`src/hw/rtl/mrc_pkg.sv`:
```
package mrc_pkg;

	localparam int unsigned RADIX_REGS = 4;
	localparam int unsigned DEF_MAX_DIMS = 4;
	localparam int unsigned IDX_W = 32;
	localparam int unsigned RADIX_W = 9;
	localparam int unsigned DIGIT_W = 8;
	localparam int unsigned POS_W = 2;
	localparam int unsigned DIMS_W = 3;
	localparam int unsigned CFG_IDX_W = 3;
	localparam int unsigned CFG_DATA_W = 9;

	// register indexes of the configuration port
	localparam logic [CFG_IDX_W-1:0] REG_DIMS = 3'd0;
	localparam logic [CFG_IDX_W-1:0] REG_RADIX_0 = 3'd1;
	localparam logic [CFG_IDX_W-1:0] REG_RADIX_1 = 3'd2;
	localparam logic [CFG_IDX_W-1:0] REG_RADIX_2 = 3'd3;
	localparam logic [CFG_IDX_W-1:0] REG_RADIX_3 = 3'd4;

	// input actions
	localparam logic ACT_LOAD = 1'b0;
	localparam logic ACT_ADVANCE = 1'b1;

	localparam logic [RADIX_W-1:0] RADIX_MAX = 9'd256;

	typedef struct packed {
		logic start;
		logic [IDX_W-1:0] dividend;
		logic [RADIX_W-1:0] divisor;
	} div_req_t;

	typedef struct packed {
		logic busy;
		logic done;
		logic [IDX_W-1:0] quot;
		logic [DIGIT_W-1:0] rem;
	} div_rsp_t;

	// clamp a radix register to 1..256
	function automatic logic [RADIX_W-1:0] eff_radix(input logic [RADIX_W-1:0] r);
		logic [RADIX_W-1:0] v;
		v = r;
		if (v == '0) v = 9'd1;
		if (v > RADIX_MAX) v = RADIX_MAX;
		return v;
	endfunction

endpackage

```
`src/hw/rtl/mrc_if.sv`:
```
interface mrc_item_if import mrc_pkg::*; ();
	logic valid;
	logic ready;
	logic action;
	logic [IDX_W-1:0] flat_index;

	modport source (output valid, action, flat_index, input ready);
	modport sink (input valid, action, flat_index, output ready);
endinterface

interface mrc_result_if import mrc_pkg::*; ();
	logic valid;
	logic ready;
	logic [POS_W-1:0] digit_position;
	logic [DIGIT_W-1:0] digit_value;
	logic [IDX_W-1:0] composed_index;
	logic exhausted;
	logic last;

	modport source (output valid, digit_position, digit_value, composed_index, exhausted, last,
		input ready);
	modport sink (input valid, digit_position, digit_value, composed_index, exhausted, last,
		output ready);
endinterface

```
`src/hw/rtl/mrc_divider.sv`:
```
module mrc_divider import mrc_pkg::*; (
	input logic clk,
	input logic arst_n,
	input div_req_t req,
	output div_rsp_t rsp
);

	localparam int unsigned CNT_W = $clog2(IDX_W + 1);
	localparam logic [CNT_W-1:0] STEPS = CNT_W'(IDX_W);

	logic busy_q;
	logic done_q;
	logic [CNT_W-1:0] cnt_q;
	logic [IDX_W-1:0] shreg_q;
	logic [RADIX_W-1:0] rem_q;
	logic [RADIX_W-1:0] div_q;
	logic [RADIX_W-1:0] trial;
	logic fits;

	// shift the next dividend bit into the partial remainder and try one subtract
	assign trial = {rem_q[RADIX_W-2:0], shreg_q[IDX_W-1]};
	assign fits = trial >= div_q;

	always_ff @(posedge clk or negedge arst_n) begin
		if (!arst_n) begin
			busy_q <= 1'b0;
			done_q <= 1'b0;
			cnt_q <= '0;
		end else begin
			done_q <= 1'b0;
			if (req.start && !busy_q) begin
				busy_q <= 1'b1;
				cnt_q <= '0;
			end else if (busy_q) begin
				cnt_q <= cnt_q + 1'b1;
				if (cnt_q == STEPS - 1'b1) begin
					busy_q <= 1'b0;
					done_q <= 1'b1;
				end
			end
		end
	end

	// restoring division, one quotient bit per cycle
	always_ff @(posedge clk) begin
		if (req.start && !busy_q) begin
			shreg_q <= req.dividend;
			rem_q <= '0;
			div_q <= req.divisor;
		end else if (busy_q) begin
			shreg_q <= {shreg_q[IDX_W-2:0], fits};
			rem_q <= fits ? trial - div_q : trial;
		end
	end

	assign rsp.busy = busy_q;
	assign rsp.done = done_q;
	assign rsp.quot = shreg_q;
	assign rsp.rem = rem_q[DIGIT_W-1:0];

endmodule

```
`src/hw/rtl/mixed_radix_index_counter.sv`:
```
// Load: one 32-step pass of the shared divider per digit position in use,
//   then the index is composed position by position.
// Advance: positions are stepped until the carry dies, then the index is composed again.
// Results then leave one per cycle while the sink takes them; no new item is taken meanwhile.
// Reset (arst_n low, asynchronous): digits zero, dims_in_use 2, every radix 2, block idle.
module mixed_radix_index_counter import mrc_pkg::*; #(
	parameter int unsigned MAX_DIMS = DEF_MAX_DIMS
) (
	input logic clk,
	input logic arst_n,
	input logic cfg_we,
	input logic [CFG_IDX_W-1:0] cfg_index,
	input logic [CFG_DATA_W-1:0] cfg_wdata,
	mrc_item_if.sink item,
	mrc_result_if.source result
);

	localparam int unsigned NUM_POS = (MAX_DIMS < RADIX_REGS) ? MAX_DIMS : RADIX_REGS;
	localparam int unsigned PIDX_W = (NUM_POS > 1) ? $clog2(NUM_POS) : 1;
	localparam logic [DIMS_W-1:0] DIMS_CAP = DIMS_W'(NUM_POS);

	typedef enum logic [5:0] {
		S_IDLE = 6'b000001,
		S_DIV_GO = 6'b000010,
		S_DIV_WAIT = 6'b000100,
		S_ADV = 6'b001000,
		S_COMP = 6'b010000,
		S_EMIT = 6'b100000
	} state_t;

	state_t state_q;
	logic [DIMS_W-1:0] dims_q;
	logic [RADIX_W-1:0] radix_q [RADIX_REGS];
	logic [DIGIT_W-1:0] digit_q [NUM_POS];
	logic [POS_W-1:0] pos_q;
	logic [IDX_W-1:0] idx_q;
	logic [IDX_W-1:0] acc_q;
	logic exhausted_q;

	logic [DIMS_W-1:0] dims_eff;
	logic [POS_W-1:0] last_pos;
	logic [RADIX_W-1:0] cur_radix;
	logic [DIGIT_W-1:0] cur_digit;
	logic [RADIX_W-1:0] digit_inc;
	logic [IDX_W+RADIX_W-1:0] prod;
	logic [IDX_W-1:0] acc_next;
	div_req_t div_req;
	div_rsp_t div_rsp;

	// clamp the dimension count to 1..NUM_POS
	always_comb begin
		dims_eff = dims_q;
		if (dims_eff == '0) dims_eff = 3'd1;
		if (dims_eff > DIMS_CAP) dims_eff = DIMS_CAP;
	end

	assign last_pos = POS_W'(dims_eff - 3'd1);
	assign cur_radix = eff_radix(radix_q[pos_q]);
	assign cur_digit = digit_q[pos_q[PIDX_W-1:0]];
	assign digit_inc = {1'b0, cur_digit} + 9'd1;
	assign prod = acc_q * cur_radix;
	assign acc_next = prod[IDX_W-1:0] + IDX_W'(cur_digit);

	assign div_req.start = (state_q == S_DIV_GO);
	assign div_req.dividend = idx_q;
	assign div_req.divisor = cur_radix;

	mrc_divider u_div (
		.clk (clk),
		.arst_n (arst_n),
		.req (div_req),
		.rsp (div_rsp)
	);

	// configuration registers
	always_ff @(posedge clk or negedge arst_n) begin
		if (!arst_n) begin
			dims_q <= 3'd2;
			for (int i = 0; i < RADIX_REGS; i++) radix_q[i] <= 9'd2;
		end else if (cfg_we) begin
			if (cfg_index == REG_DIMS) begin
				dims_q <= cfg_wdata[DIMS_W-1:0];
			end else if (cfg_index >= REG_RADIX_0 && cfg_index <= REG_RADIX_3) begin
				radix_q[POS_W'(cfg_index - REG_RADIX_0)] <= cfg_wdata;
			end
		end
	end

	// sequencer
	always_ff @(posedge clk or negedge arst_n) begin
		if (!arst_n) begin
			state_q <= S_IDLE;
			pos_q <= '0;
			exhausted_q <= 1'b0;
			for (int i = 0; i < NUM_POS; i++) digit_q[i] <= '0;
		end else begin
			unique case (state_q)
				S_IDLE: begin
					if (item.valid) begin
						pos_q <= last_pos;
						exhausted_q <= 1'b0;
						state_q <= (item.action == ACT_LOAD) ? S_DIV_GO : S_ADV;
					end
				end
				S_DIV_GO: begin
					state_q <= S_DIV_WAIT;
				end
				S_DIV_WAIT: begin
					// store the remainder, move up one position
					if (div_rsp.done) begin
						digit_q[pos_q[PIDX_W-1:0]] <= div_rsp.rem;
						if (pos_q == '0) begin
							state_q <= S_COMP;
						end else begin
							pos_q <= pos_q - 1'b1;
							state_q <= S_DIV_GO;
						end
					end
				end
				S_ADV: begin
					// step one position; stop when the carry dies
					if (digit_inc < cur_radix) begin
						digit_q[pos_q[PIDX_W-1:0]] <= digit_inc[DIGIT_W-1:0];
						pos_q <= '0;
						state_q <= S_COMP;
					end else begin
						digit_q[pos_q[PIDX_W-1:0]] <= '0;
						if (pos_q == '0) begin
							exhausted_q <= 1'b1;
							state_q <= S_COMP;
						end else begin
							pos_q <= pos_q - 1'b1;
						end
					end
				end
				S_COMP: begin
					if (pos_q == last_pos) begin
						pos_q <= '0;
						state_q <= S_EMIT;
					end else begin
						pos_q <= pos_q + 1'b1;
					end
				end
				S_EMIT: begin
					if (result.ready) begin
						if (pos_q == last_pos) begin
							pos_q <= '0;
							state_q <= S_IDLE;
						end else begin
							pos_q <= pos_q + 1'b1;
						end
					end
				end
				default: begin
					state_q <= S_IDLE;
				end
			endcase
		end
	end

	// load index and composition accumulator
	always_ff @(posedge clk) begin
		if (state_q == S_IDLE && item.valid) begin
			idx_q <= item.flat_index;
		end else if (state_q == S_DIV_WAIT && div_rsp.done) begin
			idx_q <= div_rsp.quot;
		end
		if (state_q == S_COMP) begin
			acc_q <= (pos_q == '0) ? IDX_W'(cur_digit) : acc_next;
		end
	end

	assign item.ready = (state_q == S_IDLE);

	assign result.valid = (state_q == S_EMIT);
	assign result.digit_position = pos_q;
	assign result.digit_value = cur_digit;
	assign result.composed_index = acc_q;
	assign result.exhausted = exhausted_q;
	assign result.last = (pos_q == last_pos);

`ifndef ASSERT_OFF
	a_no_overlap: assert property (@(posedge clk) disable iff (!arst_n)
		item.ready |-> !result.valid && !div_rsp.busy)
		else $error("item taken while results or division pending");

	a_first_pos: assert property (@(posedge clk) disable iff (!arst_n)
		$rose(result.valid) |-> result.digit_position == '0)
		else $error("result burst does not start at position zero");

	a_burst_cont: assert property (@(posedge clk) disable iff (!arst_n)
		result.valid && result.ready && !result.last |=> result.valid)
		else $error("result burst ended before last digit");

	a_exh_zero: assert property (@(posedge clk) disable iff (!arst_n)
		result.valid && result.exhausted |-> result.composed_index == '0
			&& result.digit_value == '0)
		else $error("exhausted with nonzero digits");
`endif

endmodule
```
`src/flat_wrapper.sv`:
```
// flat-port wrapper written by rule: the top's interface ports become plain ports
module mixed_radix_index_counter_flat import mrc_pkg::*;
#(
	parameter int unsigned MAX_DIMS = DEF_MAX_DIMS
)
  (clk, arst_n, cfg_we, cfg_index, cfg_wdata, item_valid, item_action, item_flat_index, item_ready, result_valid, result_digit_position, result_digit_value, result_composed_index, result_exhausted, result_last, result_ready);
  mrc_item_if item_i ();
  mrc_result_if result_i ();
  input logic clk;
  input logic arst_n;
  input logic cfg_we;
  input logic [CFG_IDX_W-1:0] cfg_index;
  input logic [CFG_DATA_W-1:0] cfg_wdata;
  input wire logic [$bits(item_i.valid)-1:0] item_valid;
  input wire logic [$bits(item_i.action)-1:0] item_action;
  input wire logic [$bits(item_i.flat_index)-1:0] item_flat_index;
  output wire logic [$bits(item_i.ready)-1:0] item_ready;
  output wire logic [$bits(result_i.valid)-1:0] result_valid;
  output wire logic [$bits(result_i.digit_position)-1:0] result_digit_position;
  output wire logic [$bits(result_i.digit_value)-1:0] result_digit_value;
  output wire logic [$bits(result_i.composed_index)-1:0] result_composed_index;
  output wire logic [$bits(result_i.exhausted)-1:0] result_exhausted;
  output wire logic [$bits(result_i.last)-1:0] result_last;
  input wire logic [$bits(result_i.ready)-1:0] result_ready;
  assign item_i.valid = item_valid;
  assign item_i.action = item_action;
  assign item_i.flat_index = item_flat_index;
  assign item_ready = item_i.ready;
  assign result_valid = result_i.valid;
  assign result_digit_position = result_i.digit_position;
  assign result_digit_value = result_i.digit_value;
  assign result_composed_index = result_i.composed_index;
  assign result_exhausted = result_i.exhausted;
  assign result_last = result_i.last;
  assign result_i.ready = result_ready;
  mixed_radix_index_counter #(.MAX_DIMS(MAX_DIMS)) u_core (.clk(clk), .arst_n(arst_n), .cfg_we(cfg_we), .cfg_index(cfg_index), .cfg_wdata(cfg_wdata), .item(item_i), .result(result_i));
endmodule
```
`config.mk`:
```
export PLATFORM = sky130hd
export DESIGN_NAME = mixed_radix_index_counter_flat
export DESIGN_NICKNAME = d
export VERILOG_FILES = /design/src/hw/rtl/mrc_pkg.sv /design/src/hw/rtl/mrc_if.sv /design/src/hw/rtl/mrc_divider.sv /design/src/hw/rtl/mixed_radix_index_counter.sv /design/src/flat_wrapper.sv
export SDC_FILE = /design/constraint.sdc
export NUM_CORES = 1
export LEC_CHECK = 0
export CORE_UTILIZATION = 46
export CTS_CLUSTER_SIZE = 10
export DETAILED_ROUTE_END_ITERATION = 10
export DONT_BUFFER_PORTS = 1
export GPL_TIMING_DRIVEN = 0
export PLACE_DENSITY_LB_ADDON = 0.12
export SYNTH_ARGS = -nofsm -noshare
export SYNTH_HDL_FRONTEND = slang
export SYNTH_SLANG_ARGS = --single-unit
```
`constraint.sdc`:
```
create_clock -name clk -period 8.55 [get_ports clk]
set_clock_uncertainty 0.2 [all_clocks]
set_input_delay 0.4275 -clock clk [delete_from_list [all_inputs] [get_ports clk]]
set_output_delay 0.4275 -clock clk [all_outputs]
set_load 0.05 [all_outputs]
```
# After elaboration in Yosys (flattened, before gate mapping)
# Index checks and enable logic that the tools add are counted.
[classes] n_addsub=8 multipliers=1 n_div=0 magnitude_cmp=10 n_eq_ne=16 shifts=0 n_mux=55 n_bitwise=5 n_reduce_logical=22
[op_table] op="32-bit 2-to-1 mux" count=6
[op_table] op="32-bit bitwise mux" count=2
[op_table] op="32-bit one-hot mux with 2 select lines" count=1
[op_table] op="6-bit 2-to-1 mux" count=9
[op_table] op="9-bit 2-to-1 mux" count=5
[op_table] op="8-bit 2-to-1 mux" count=5
[op_table] op="36-bit bitwise mux" count=1
[op_table] op="6-bit one-hot mux with 6 select lines" count=1
[op_table] op="32-bit by 8-bit adder with 32-bit output" count=1
[op_table] op="32-bit AND" count=1
[op_table] op="32-bit by 9-bit multiplier with 32-bit output" count=1
[op_table] op="32-bit NOT" count=1
[op_table] op="9-bit binary-select mux with 2-bit select" count=1
[op_table] op="9-bit demux with 2-bit select" count=1
[op_table] op="8-bit binary-select mux with 2-bit select" count=1
[op_table] op="8-bit demux with 2-bit select" count=1
[op_table] op="2-bit 2-to-1 mux" count=7
[op_table] op="6-bit by 5-bit equality test with 1-bit output (second input constant)" count=2
[op_table] op="2-bit one-hot mux with 5 select lines" count=1
[op_table] op="8-bit by 1-bit adder with 9-bit output (second input constant)" count=1
[op_table] op="9-bit >= comparator" count=1
[op_table] op="9-bit greater-than comparator (second input constant)" count=1
[op_table] op="9-bit zero test" count=1
[op_table] op="9-bit < comparator" count=1
[op_table] op="35 further kinds" count=64
[word_totals] ff_bits=201 latchBits=0 ram_bits=0 rom_bits=0 inputBits=50 word_cells=138 n_memories=0

# Logic depth before layout (Yosys ltp)
# Gate-level depths: netlist of the first run.
[depth] word_depth=11 ltp_mapped=25 depth_no_buf=23

# Hierarchy
# Synthesis of the first run repeated with hierarchy kept, for this count alone.
[hier_totals] cells_unflattened=1576 area_unflattened_um2=16846.2
[modules_own_cells] module="mixed_radix_index_counter" n_inst=1 cells_per_inst=1313 area_each_um2=14146.1 seq_area_each_um2=3931.3
[modules_own_cells] module="mrc_divider" n_inst=1 cells_per_inst=263 area_each_um2=2700.1 seq_area_each_um2=1591.5

# Worst setup path after synthesis of the first run
# Ideal clock, no wire load.
[synth_path] path_type="flip-flop to flip-flop" startpoint="register u_core.pos_q[0] (netlist: u_core.result.digit_position[0])" endpoint="register u_core.acc_q[31] (netlist: u_core.result.composed_index[31]) (data pin)" setup_ns=0.266 t_arrival_ns=7.069 t_required_ns=8.084 setup_slack_ns=1.015 stages_incl_launch_ff=25 n_path_buf=3 period_less_slack_ns=7.535 cell_sequence="dfrtp_1 > buf_6 > mux4_1 > nor4_2 > a21o_2 > and2_1 > clkbuf_1 > clkbuf_1 > nand2_1 > fa_1 > inv_1 > fa_1 > fa_1 > fa_1 > ha_1 > ha_1 > a21o_1 > a21o_1 > a221oi_1 > or3b_2 > a31oi_1 > a211o_1 > o41a_1 > xnor2_1 > nor2_1"
[synth_via] elab_chain_len=10
[synth_lines] item="from (decl)" line="mixed_radix_index_counter.sv:35" source="logic [POS_W-1:0] pos_q;"
[synth_lines] item="from (signal assigned)" line="mixed_radix_index_counter.sv:100" source="pos_q <= last_pos;"
[synth_lines] item="from (signal assigned)" line="mixed_radix_index_counter.sv:115" source="pos_q <= pos_q - 1'b1;"
[synth_lines] item="from (signal assigned)" line="mixed_radix_index_counter.sv:132" source="pos_q <= pos_q - 1'b1;"
[synth_lines] item="2-bit NOT with 3-bit output (implied by the code)" line="mixed_radix_index_counter.sv:58, mixed_radix_index_counter.sv:59"
[synth_lines] item="9-bit binary-select mux with 2-bit select" line="mixed_radix_index_counter.sv:58" source="assign cur_radix = eff_radix(radix_q[pos_q]);"
[synth_lines] item="9-bit 2-to-1 mux (implied by the code) (2 in a row)" line="mixed_radix_index_counter.sv:58"
[synth_lines] item="9-bit zero test" line="mrc_pkg.sv:43" source="if (v == '0) v = 9'd1;"
[synth_lines] item="9-bit 2-to-1 mux" line="mrc_pkg.sv:43"
[synth_lines] item="9-bit greater-than comparator" line="mrc_pkg.sv:44" source="if (v > RADIX_MAX) v = RADIX_MAX;"
[synth_lines] item="9-bit 2-to-1 mux" line="mrc_pkg.sv:44"
[synth_lines] item="32-bit by 9-bit multiplier with 32-bit output" line="mixed_radix_index_counter.sv:61" source="assign prod = acc_q * cur_radix;"
[synth_lines] item="32-bit by 8-bit adder with 32-bit output" line="mixed_radix_index_counter.sv:62" source="assign acc_next = prod[IDX_W-1:0] + IDX_W'(cur_digit);"
[synth_lines] item="to (signal assigned)" line="mixed_radix_index_counter.sv:169" source="acc_q <= (pos_q == '0) ? IDX_W'(cur_digit) : acc_next;"
[synth_lines] item="to (decl)" line="mixed_radix_index_counter.sv:37" source="logic [IDX_W-1:0] acc_q;"
# Several ways; a longest one is shown, not always the timed one. The select of a mux whose other input is x is not followed.
# A chain may end at the register's enable or synchronous reset.

# Worst setup path after layout of the first run
[layout_path] startpoint="register u_core.pos_q[0] (netlist: u_core.result.digit_position[0])" endpoint="register u_core.acc_q[30] (netlist: u_core.result.composed_index[30]) (data pin)"
# Same word-level chain as after synthesis.

==> metrics.csv, run 1 <==
metric;value;unit
post-detail-place hpwl;32700;um
Slew Viols, Final;0;
vias per cell;5.50;
setup ws final;0.402;ns
Synth cell types;68;
Rows;70;
pre-CTS setup slack;-0.555;ns
Skew-Pair Late Insertion Delay;0.53;ns
Slew @ Worst Pin;1.09;ns
num ports;96;
CTS Root Cell;clkbuf_16;
core area;36400;um^2
EDFF count, synth;105;
antenna diode count;0;
fin crit share;95.3;%
GP Congestion;0.880;
crit-path most repeated cell;fa_1;
CTS Buffer Depth;3;
number of global-route vias before repair;12700;
Synth area leader;fa_1;
placed insts;2065;
CTS Buf Count;25;
GRT overflow;0;
Fmax;0.123;GHz
Worst Path Max Fanout;10;
DIE WIDTH;194;um
die area;37700;um^2
WL/cell;20.0;um
syn nets;1918;
# port buffers;0;
fill cell count;3306;
Slowest cell on crit path;dfrtp_4;
Chip Height;194;um
first-pass GRT wire length;70200;um
Mapped Area;17000;um^2
setup TNS;0;ns
synth-to-layout area growth;11.8;%
top-count cell post-synth;nand2_1;
Yosys reg bits;201;
proportion of layout cells with a drive suffix above 1;11.1;%
CTS tree;done;
Max Cap Viol;0;
Post-DRT Antenna Nets;0;
crit path time final;8.15;ns
synth cell count leaders;268 x nand2_1, 184 x fa_1, 147 x and2_1;
Slew headroom;26.9;%
drt pass-1 iters;5;
outcome;finished, final reports clean;
Synth warnings;0;
GR Util All Layers;23.7;%
Worst setup SP type;register;
worst min path class;in2reg;
DRC errors left;0;
Synth Instances;1589;
max incr delay on CP;0.61;ns
CTS sink cnt;201;
initial core utilization;46.6;%
share of the synthesized area in the top cell type;21.7;%
vias;11900;
nets;2001;
# H-tree levels;1;
prevailing post-synth register cell;edfxtp_1;
clk slew on worst S/H paths;0.06;ns
RSZ-0062 raised after global routing;no;
pin count of the biggest net entering global routing;89;
Hold Vio Cnt, Final;0;
most area-consuming cells after synthesis;fa_1 22%, edfxtp_1 19%, dfrtp_1 12%, ha_1 7.0%, nand2_1 5.9%;
Mean Syn Cell Area;10.7;um^2
Crit Path Class;reg2reg;
crit-path cells;buf_6 -> inv_1 -> mux2i_2 -> clkbuf_2 -> nor2b_2 -> clkbuf_2 -> nand2_1 -> fa_1 -> inv_1 -> fa_1 -> fa_1 -> fa_1 -> ha_1 -> ha_1 -> a2111oi_1 -> nor4b_2 -> a2111oi_0 -> a21oi_1 -> a21oi_1 -> a21o_1 -> a21oi_1 -> nor3_1 -> o21a_1;
CP required;8.62;ns
DRT Wirelength;43100;um
register area share after synthesis;32.5;%
Async SR Flop Fraction;43.8;%
Non-Filler Instances;2158;
initial antenna violation count;0;
Final Setup Violations;0;
endpoint type of the worst setup path;register;
DR iter-0 viols;585;
Worst EP arrival;8.22;ns
==> flip-flops by register name, indices dropped and copies added (netlist names) <==
name,flops
u_core.radix_q,36
u_core.digit_q,32
u_core.idx_q,32
u_core.result.composed_index,32
u_core.u_div.shreg_q,32
u_core.u_div.div_q,9
u_core.u_div.rem_q,8
u_core.state_q,6
u_core.u_div.cnt_q,6
u_core.dims_q,3
u_core.result.digit_position,2
u_core.result.exhausted,1
u_core.u_div.busy_q,1
u_core.u_div.done_q,1
==> path summary, 6_finish.rpt <==
path                                                      start                                to  slack, ns  cells after the start
worst max-delay path            u_core.result.digit_position[0]  u_core.result.composed_index[30]       0.40                     23
worst min-delay path                               cfg_index[0]                  u_core.dims_q[2]       0.04                      2
worst max register to register  u_core.result.digit_position[0]  u_core.result.composed_index[30]       0.40                     23
worst min register to register            u_core.u_div.cnt_q[5]               u_core.u_div.done_q       0.28                      1
max in group asynchronous                                arst_n                u_core.radix_q[19]       7.43                      2
min in group asynchronous                                arst_n                u_core.digit_q[17]       0.29                      2
==> cell usage in the layout, fill, tap and decap left out, drive strengths merged, types with 8 or more instances in the layout <==
cell | netlist | layout
a211oi | 8 | 8
a21o | 18 | 18
a21oi | 49 | 49
a22o | 25 | 25
a31oi | 8 | 8
and2 | 149 | 149
and3 | 8 | 8
buf | 14 | 25
clkbuf | 48 | 90
dfrtp | 82 | 82
dfxtp | 8 | 8
dlygate4sd3 | 0 | 46
edfxtp | 105 | 105
fa | 184 | 184
ha | 95 | 95
inv | 131 | 133
mux2 | 85 | 85
mux4 | 16 | 16
nand2 | 268 | 268
nand3 | 16 | 16
nor2 | 63 | 63
nor2b | 16 | 16
nor3 | 13 | 13
o21a | 11 | 11
o21ai | 39 | 39
xnor2 | 36 | 36
xor2 | 17 | 17
==> what timing repair did <==
item | CTS | global route
gates cloned | 0 | 0
setup endpoints to repair | 12 | 8
hold buffers | 47 | 0
resized for setup | 9 | 12
buffers inserted | 0 | 1
pin swaps | 0 | 1
endpoints found under the hold margin | 162 | 0
==> per-layer routing <==
metal  global-route usage (%)  up-vias  routed length [um]
li1                         -     5501                   -
met1                     32.6     6070               19400
met2                     40.1      248               20800
met3                     3.74       50                2130
met4                     4.44        0                 717
met5                        0        -                   0
==> cell type report <==
class	instances	area [um^2]	share of cell area [%]
Timing Repair Buffer	57	603	3.17
Tap cell	468	586	3.08
Clock buffer	43	746	3.93
Buffer	61	254	1.34
Multi-Input combinational cell	1195	10800	56.7
Sequential cell	201	5530	29.1
Inverter	131	492	2.59
Clock inverter	2	26.3	0.138
==> through the flow <==
stage / util [%] / hold slack, ns / instance area (um^2)
2_1_floorplan: - / -0.0681 / 17000
3_3_place_gp: 48.2 / -0.0643 / 17600
3_5_place_dp: 48.5 / -0.0643 / 17700
4_1_cts: 52.0 / 0.0230 / 18900
5_1_grt: 52.1 / 0.0411 / 19000
6_report: 52.1 / 0.0418 / 19000
==> critical path: cells and delay by family, from the launching register on <==
kind                     cells  cell delay [ns]
flip-flops                   1             0.61
buffers and inverters        5             1.27
adder cells (fa/ha/maj)      6             2.57
AO/OA/AOI/OAI                7             1.87
AND/OR/NAND/NOR              4             0.75
multiplexers                 1             0.57
==> cells by family (layout without fill, tap and decap cells) <==
group,Yosys count,after routing,synth area share (%)
AOI/OAI and AO/OA,191,191,7.54
adders and majority gates,279,279,28.7
buffers and inverters,193,294,4.35
muxes,107,107,8.20
DFF,201,201,32.5
xor gates and xnor gates,53,53,2.73
and+or+nand+nor,565,565,16.0
Power of run 1 is left out: the tool's default activity adds up to more than one toggle a clock period on the data nets, which glitch-free logic cannot reach.
==> run 2, diff against run 1 <==
CAP_MARGIN = 20   (was not set)
CELL_PAD_IN_SITES_DETAIL_PLACEMENT = 0   (was not set)
CELL_PAD_IN_SITES_GLOBAL_PLACEMENT = 1   (was not set)
==> run 2 against run 1 <==
Net effect:
- global-route usage grew 0.71 points
- die area stayed put
- critical endpoint is now u_core.result.composed_index[31]
- register-to-register slack hardly changed
- wire length up 3.1%
- critical path type unchanged
- setup slack gained 0.0010 ns
- fmax about the same
- largest cell class unchanged
==> metrics.csv, run 2 (same netlist as run 1, synthesis figures left out) <==
metric;value;unit;change
hold_sp;cfg_index[0];;
Post CTS Setup Buffer Count;0;;unchanged
Worst Path Max Fanout;11;;+1
pin count of the biggest net entering global routing;89;;unchanged
Worst setup SP type;register;;
DRC errors left;0;;unchanged
number of global-route vias before repair;12900;;+1.7%
launch point of the worst reg-to-reg path;u_core.result.digit_position[0];;
max reg flops;36;;unchanged
Rows;70;;unchanged
CTS Buffer Depth;3;;unchanged
most common cell after layout, fill and taps aside;nand2_1;;
Crit Path Class;reg2reg;;
Chip Height;194;um;unchanged
Skew-Pair Late Insertion Delay;0.55;ns;+0.02 ns
CTS Root Cell;clkbuf_16;;
Post-Layout Inst Area;19000;um^2;+0.13%
vias;11800;;-0.37%
final hold slack;0.0921;ns;+0.0503 ns
Hold Vio Cnt, Final;0;;unchanged
placed cell area;17700;um^2;about the same
CP required;8.61;ns;about the same
RSZ-0062 raised after global routing;no;;
DRT Wirelength;44400;um;+3.1%
Hold Path Sink;u_core.radix_q[7];;
most frequent cells in the layout;267 x nand2_1, 184 x fa_1, 146 x and2_1;;
Reg2Reg Depth;23;;unchanged
# port buffers;0;;unchanged
die area;37700;um^2;unchanged
Slew @ Worst Pin;1.07;ns;-0.0233 ns
nets;2002;;+0.050%
GR Util All Layers;24.4;%;+0.71 points
DIE WIDTH;194;um;unchanged
clk slew on worst S/H paths;0.06;ns;about the same
endpoint type of the worst setup path;register;;
vias per cell;5.47;;-0.51%
CTS Buf Count;26;;+4.0%
GRT overflow;0;;unchanged
crit-path cells;buf_6 -> mux4_1 -> nor4_2 -> a21o_2 -> and2_2 -> clkbuf_2 -> nand2_1 -> fa_1 -> inv_1 -> fa_1 -> fa_1 -> fa_1 -> ha_1 -> ha_1 -> a21o_1 -> a21o_1 -> a221oi_1 -> or3b_2 -> a31oi_2 -> a211o_1 -> o41a_1 -> xnor2_1 -> nor2_1;;
initial core utilization;46.6;%;unchanged
Slowest cell on crit path;mux4_1;;
crit path time final;8.15;ns;-0.000995 ns
worst min path class;in2reg;;
drt pass-1 iters;5;;unchanged
core area;36400;um^2;unchanged
CTS sink cnt;201;;unchanged
Biggest register;u_core.radix_q;;
# H-tree levels;1;;unchanged
crit-path most repeated cell;fa_1;;
antenna diode count;0;;unchanged
proportion of layout cells with a drive suffix above 1;11.3;%;+0.22 points
max incr delay on CP;0.71;ns;+0.10 ns
Max Cap Viol;0;;unchanged
Reg2Reg Setup Slack;0.40;ns;about the same
Post-DRT Antenna Nets;0;;unchanged
WL/cell;20.5;um;+2.9%
hold path depth;2;;unchanged
post-detail-place hpwl;33400;um;+1.9%
Slew headroom;28.4;%;+1.6 points
GP Congestion;0.859;;-2.4%
synth-to-layout area growth;11.9;%;
first-pass GRT wire length;71600;um;+2.0%
DR iter-0 viols;651;;+11%
initial antenna violation count;1;;+1
R2R Path End;u_core.result.composed_index[31];;
fin crit share;95.3;%;about the same
Fmax;0.123;GHz;about the same
num ports;96;;unchanged
Slew Viols, Final;0;;unchanged
outcome;finished, final reports clean;;
Worst EP arrival;8.21;ns;about the same
CTS tree;done;;
Final Setup Violations;0;;unchanged
[run 2: cell count changes in the layout (fill, tap and decap cells not counted), moves of 2 or more]
cell	before	now
a2111oi_1	2	0
nor2b_2	3	1
a21oi_1	43	41
clkinv_2	0	3
nor2b_1	13	15
dlygate4sd3_1	46	49
a21oi_2	6	8
[run 2: per-layer routing]
layer	routed length, um	part of all wire, %	global-route usage [%]	vias to the layer above
li1	-	-	-	5503
met1	19900	45	32.4	6079
met2	21800	49	42.3	188
met3	1930	4.4	3.88	53
met4	699	1.6	5.14	2
met5	10	0.023	0	-
[run 2: final cells by class]
class	instances	area [um^2]
Clock buffer	43	767
Buffer	61	254
Multi-Input combinational cell	1195	10800
Fill cell	3351	17400
Timing Repair Buffer	57	587
Inverter	131	492
Tap cell	468	586
Clock inverter	5	30.0
Sequential cell	201	5530
[run 2: critical path, delay by kind of cell, from the launching register on]
kind                     cells  cell delay [ns]
AND/OR/NAND/NOR              5             0.96
XOR/XNOR                     1             0.18
flip-flops                   1             0.56
adder cells (fa/ha/maj)      6             2.72
AO/OA/AOI/OAI                7             1.90
buffers and inverters        3             0.64
multiplexers                 1             0.71
[run 2: worst max path at each step]
stage	startpoint	endpoint	slack [ns]
floorplan	u_core.result.digit_position[0]	u_core.result.composed_index[31]	1.02
global placement	u_core.result.digit_position[0]	u_core.result.composed_index[28]	-0.73
detailed placement	u_core.result.digit_position[0]	u_core.result.composed_index[28]	-0.67
CTS	u_core.result.digit_position[0]	u_core.result.composed_index[28]	0.07
global route	u_core.result.digit_position[0]	u_core.result.composed_index[31]	0.02
finish	u_core.result.digit_position[0]	u_core.result.composed_index[31]	0.40
[run 2: metrics by stage]
step           std cells  setup TNS (ns)  util, %  worst slack [ns]
6_report            2161               0     52.2             0.403
5_1_grt             2161               0     52.2            0.0191
4_1_cts             2161               0     52.1            0.0742
3_5_place_dp        2064           -4.12     48.5            -0.673
3_3_place_gp        2057           -4.34     48.2            -0.729
2_1_floorplan       1589               0        -              1.02
[run 2: timing repair]
action / 4_1_cts / 5_1_grt
hold buffers: 50 / 0
hold endpoints to repair: 162 / 0
endpoints found under the setup margin: 13 / 7
gates resized for setup: 14 / 6
pin swaps: 0 / 1
Power of run 2 is left out for the same reason.
==> run 3, diff against run 2 <==
PLACE_DENSITY = 0.74   (was not set)
PLACE_DENSITY_LB_ADDON = not set   (was 0.12)
==> run 3 against run 2 <==
Net effect:
- wire length decreased by 2.7%
- flip-flop and latch count unchanged
- critical path depth increased by 1
- via count increased by 0.47%
- highest routed layer is now met4
==> metrics.csv, run 3 (same netlist as run 1, synthesis figures left out) <==
metric;value;unit;change
outcome;finished, final reports clean;;
Skew-Pair Late Insertion Delay;0.54;ns;about the same
most frequent cells in the layout;267 x nand2_1, 184 x fa_1, 147 x and2_1;;
initial core utilization;46.6;%;unchanged
initial antenna violation count;0;;-1
Slew headroom;32.3;%;+3.9 points
Hold Path Sink;u_core.radix_q[8];;
die area;37700;um^2;unchanged
CTS Buffer Depth;3;;unchanged
placed cell area;17700;um^2;+0.11%
Worst setup SP type;register;;
RSZ-0062 raised after global routing;no;;
max reg flops;36;;unchanged
Slew Viols, Final;0;;unchanged
Worst EP arrival;8.20;ns;about the same
core area;36400;um^2;unchanged
Hold Vio Cnt, Final;0;;unchanged
Non-Filler Instances;2159;;-0.093%
DRT Wirelength;43200;um;-2.7%
met2 wire length;21000;um;-3.7%
Reg2Reg Depth;24;;+4.3%
DIE WIDTH;194;um;unchanged
vias;11900;;+0.47%
Worst Path Max Fanout;10;;-1
CTS tree;done;;
WL/cell;20.0;um;-2.6%
hold_sp;cfg_index[0];;
endpoint type of the worst setup path;register;;
CTS Buf Count;24;;-7.7%
CP required;8.63;ns;+0.02 ns
# H-tree levels;1;;unchanged
R2R Path End;u_core.result.composed_index[31];;
CTS Root Cell;clkbuf_16;;
synth-to-layout area growth;11.5;%;
Final Setup Violations;0;;unchanged
Slew @ Worst Pin;1.01;ns;-0.0567 ns
crit path time final;8.12;ns;-0.0238 ns
drt pass-1 iters;5;;unchanged
WL met3;1870;um;-3.3%
placed insts;2066;;+0.097%
pin count of the biggest net entering global routing;89;;unchanged
fin crit share;95.0;%;-0.28 points
Rows;70;;unchanged
# port buffers;0;;unchanged
Max Cap Viol;0;;unchanged
setup TNS;0;ns;unchanged
post-detail-place hpwl;32400;um;-2.8%
Reg2Reg Setup Slack;0.43;ns;+0.02 ns
antenna diode count;0;;unchanged
Chip Height;194;um;unchanged
Post CTS Setup Buffer Count;0;;unchanged
launch point of the worst reg-to-reg path;u_core.result.digit_position[0];;
vias per cell;5.50;;+0.56%
WL met1;19500;um;-2.1%
worst min path class;in2reg;;
Post-DRT Antenna Nets;0;;unchanged
GRT overflow;0;;unchanged
clk slew on worst S/H paths;0.06;ns;about the same
proportion of layout cells with a drive suffix above 1;10.9;%;-0.40 points
Top Layer Used;met4;;
most common cell after layout, fill and taps aside;nand2_1;;
Crit Path Class;reg2reg;;
nets;2002;;unchanged
hold path depth;2;;unchanged
Util after Layout;52.0;%;-0.21 points
num ports;96;;unchanged
number of global-route vias before repair;12700;;-1.4%
Biggest register;u_core.radix_q;;
DRC errors left;0;;unchanged
GR Util All Layers;23.9;%;-0.51 points
CTS sink cnt;201;;unchanged
Fmax;0.123;GHz;+0.29%
Post-Layout Inst Area;18900;um^2;-0.39%
first-pass GRT wire length;71000;um;-0.89%
GP Congestion;0.856;;-0.36%
DR iter-0 viols;692;;+6.3%
-- run 3: cell types whose count changed in the layout (fill, tap and decap cells not counted), moves of 2 or more --
cell	previous run	this run
clkbuf_16	28	25
buf_6	1	3
a21oi_2	8	6
clkbuf_1	53	56
a21oi_1	41	43
-- run 3: what timing repair did --
item | CTS | global route
endpoints found under the hold margin | 162 | 0
hold buffers | 49 | 0
resized for setup | 7 | 17
endpoints found under the setup margin | 8 | 7
cloned | 0 | 0
-- run 3: final cells by class --
type / instances / area [um^2]
Clock buffer: 42 / 699
Clock inverter: 2 / 10.0
Timing Repair Buffer: 58 / 601
Multi-Input combinational cell: 1195 / 10800
Sequential cell: 201 / 5530
Tap cell: 468 / 586
Inverter: 131 / 492
Fill cell: 3360 / 17500
Buffer: 62 / 258
-- run 3: layer usage --
layer  up-vias  track usage, %
met5         -               0
met4         0            5.29
met3        50            3.15
met2       246            40.4
met1      6067            32.9
li1       5517               -
-- run 3: how the worst max path moves through the flow --
stage / startpoint / endpoint / slack, ns
global route: u_core.result.digit_position[0] / u_core.result.composed_index[31] / 0.02
global placement: u_core.result.digit_position[0] / u_core.result.composed_index[28] / -0.50
finish: u_core.result.digit_position[0] / u_core.result.composed_index[31] / 0.43
CTS: u_core.result.digit_position[0] / u_core.result.composed_index[31] / 0.05
floorplan: u_core.result.digit_position[0] / u_core.result.composed_index[31] / 1.02
detailed placement: u_core.result.digit_position[0] / u_core.result.composed_index[28] / -0.45
-- run 3: metrics by stage --
step,hold slack (ns),worst slack [ns]
after floorplan,-0.0681,1.02
after global placement,-0.0668,-0.503
after detailed placement,-0.0672,-0.449
after CTS,0.0320,0.0526
after global routing,0.0487,0.0180
final,0.0481,0.427
-- run 3: worst max-delay path, cell delays in order, from the launching register on --
cell and delay (ns):
dfrtp_4 0.57, buf_6 0.23, mux4_1 0.70, nor4_2 0.19
a21o_2 0.25, and2_1 0.16, clkbuf_2 0.25, clkbuf_2 0.37
nand2_1 0.14, fa_1 0.57, inv_1 0.06, fa_1 0.49
fa_1 0.59, fa_1 0.43, ha_1 0.29, ha_1 0.34
a21o_1 0.20, a21o_1 0.18, a221oi_1 0.34, or3b_2 0.21
a31oi_2 0.18, a211o_1 0.34, o41a_1 0.32, xnor2_1 0.17
nor2_1 0.06
Power of run 3 is left out for the same reason.
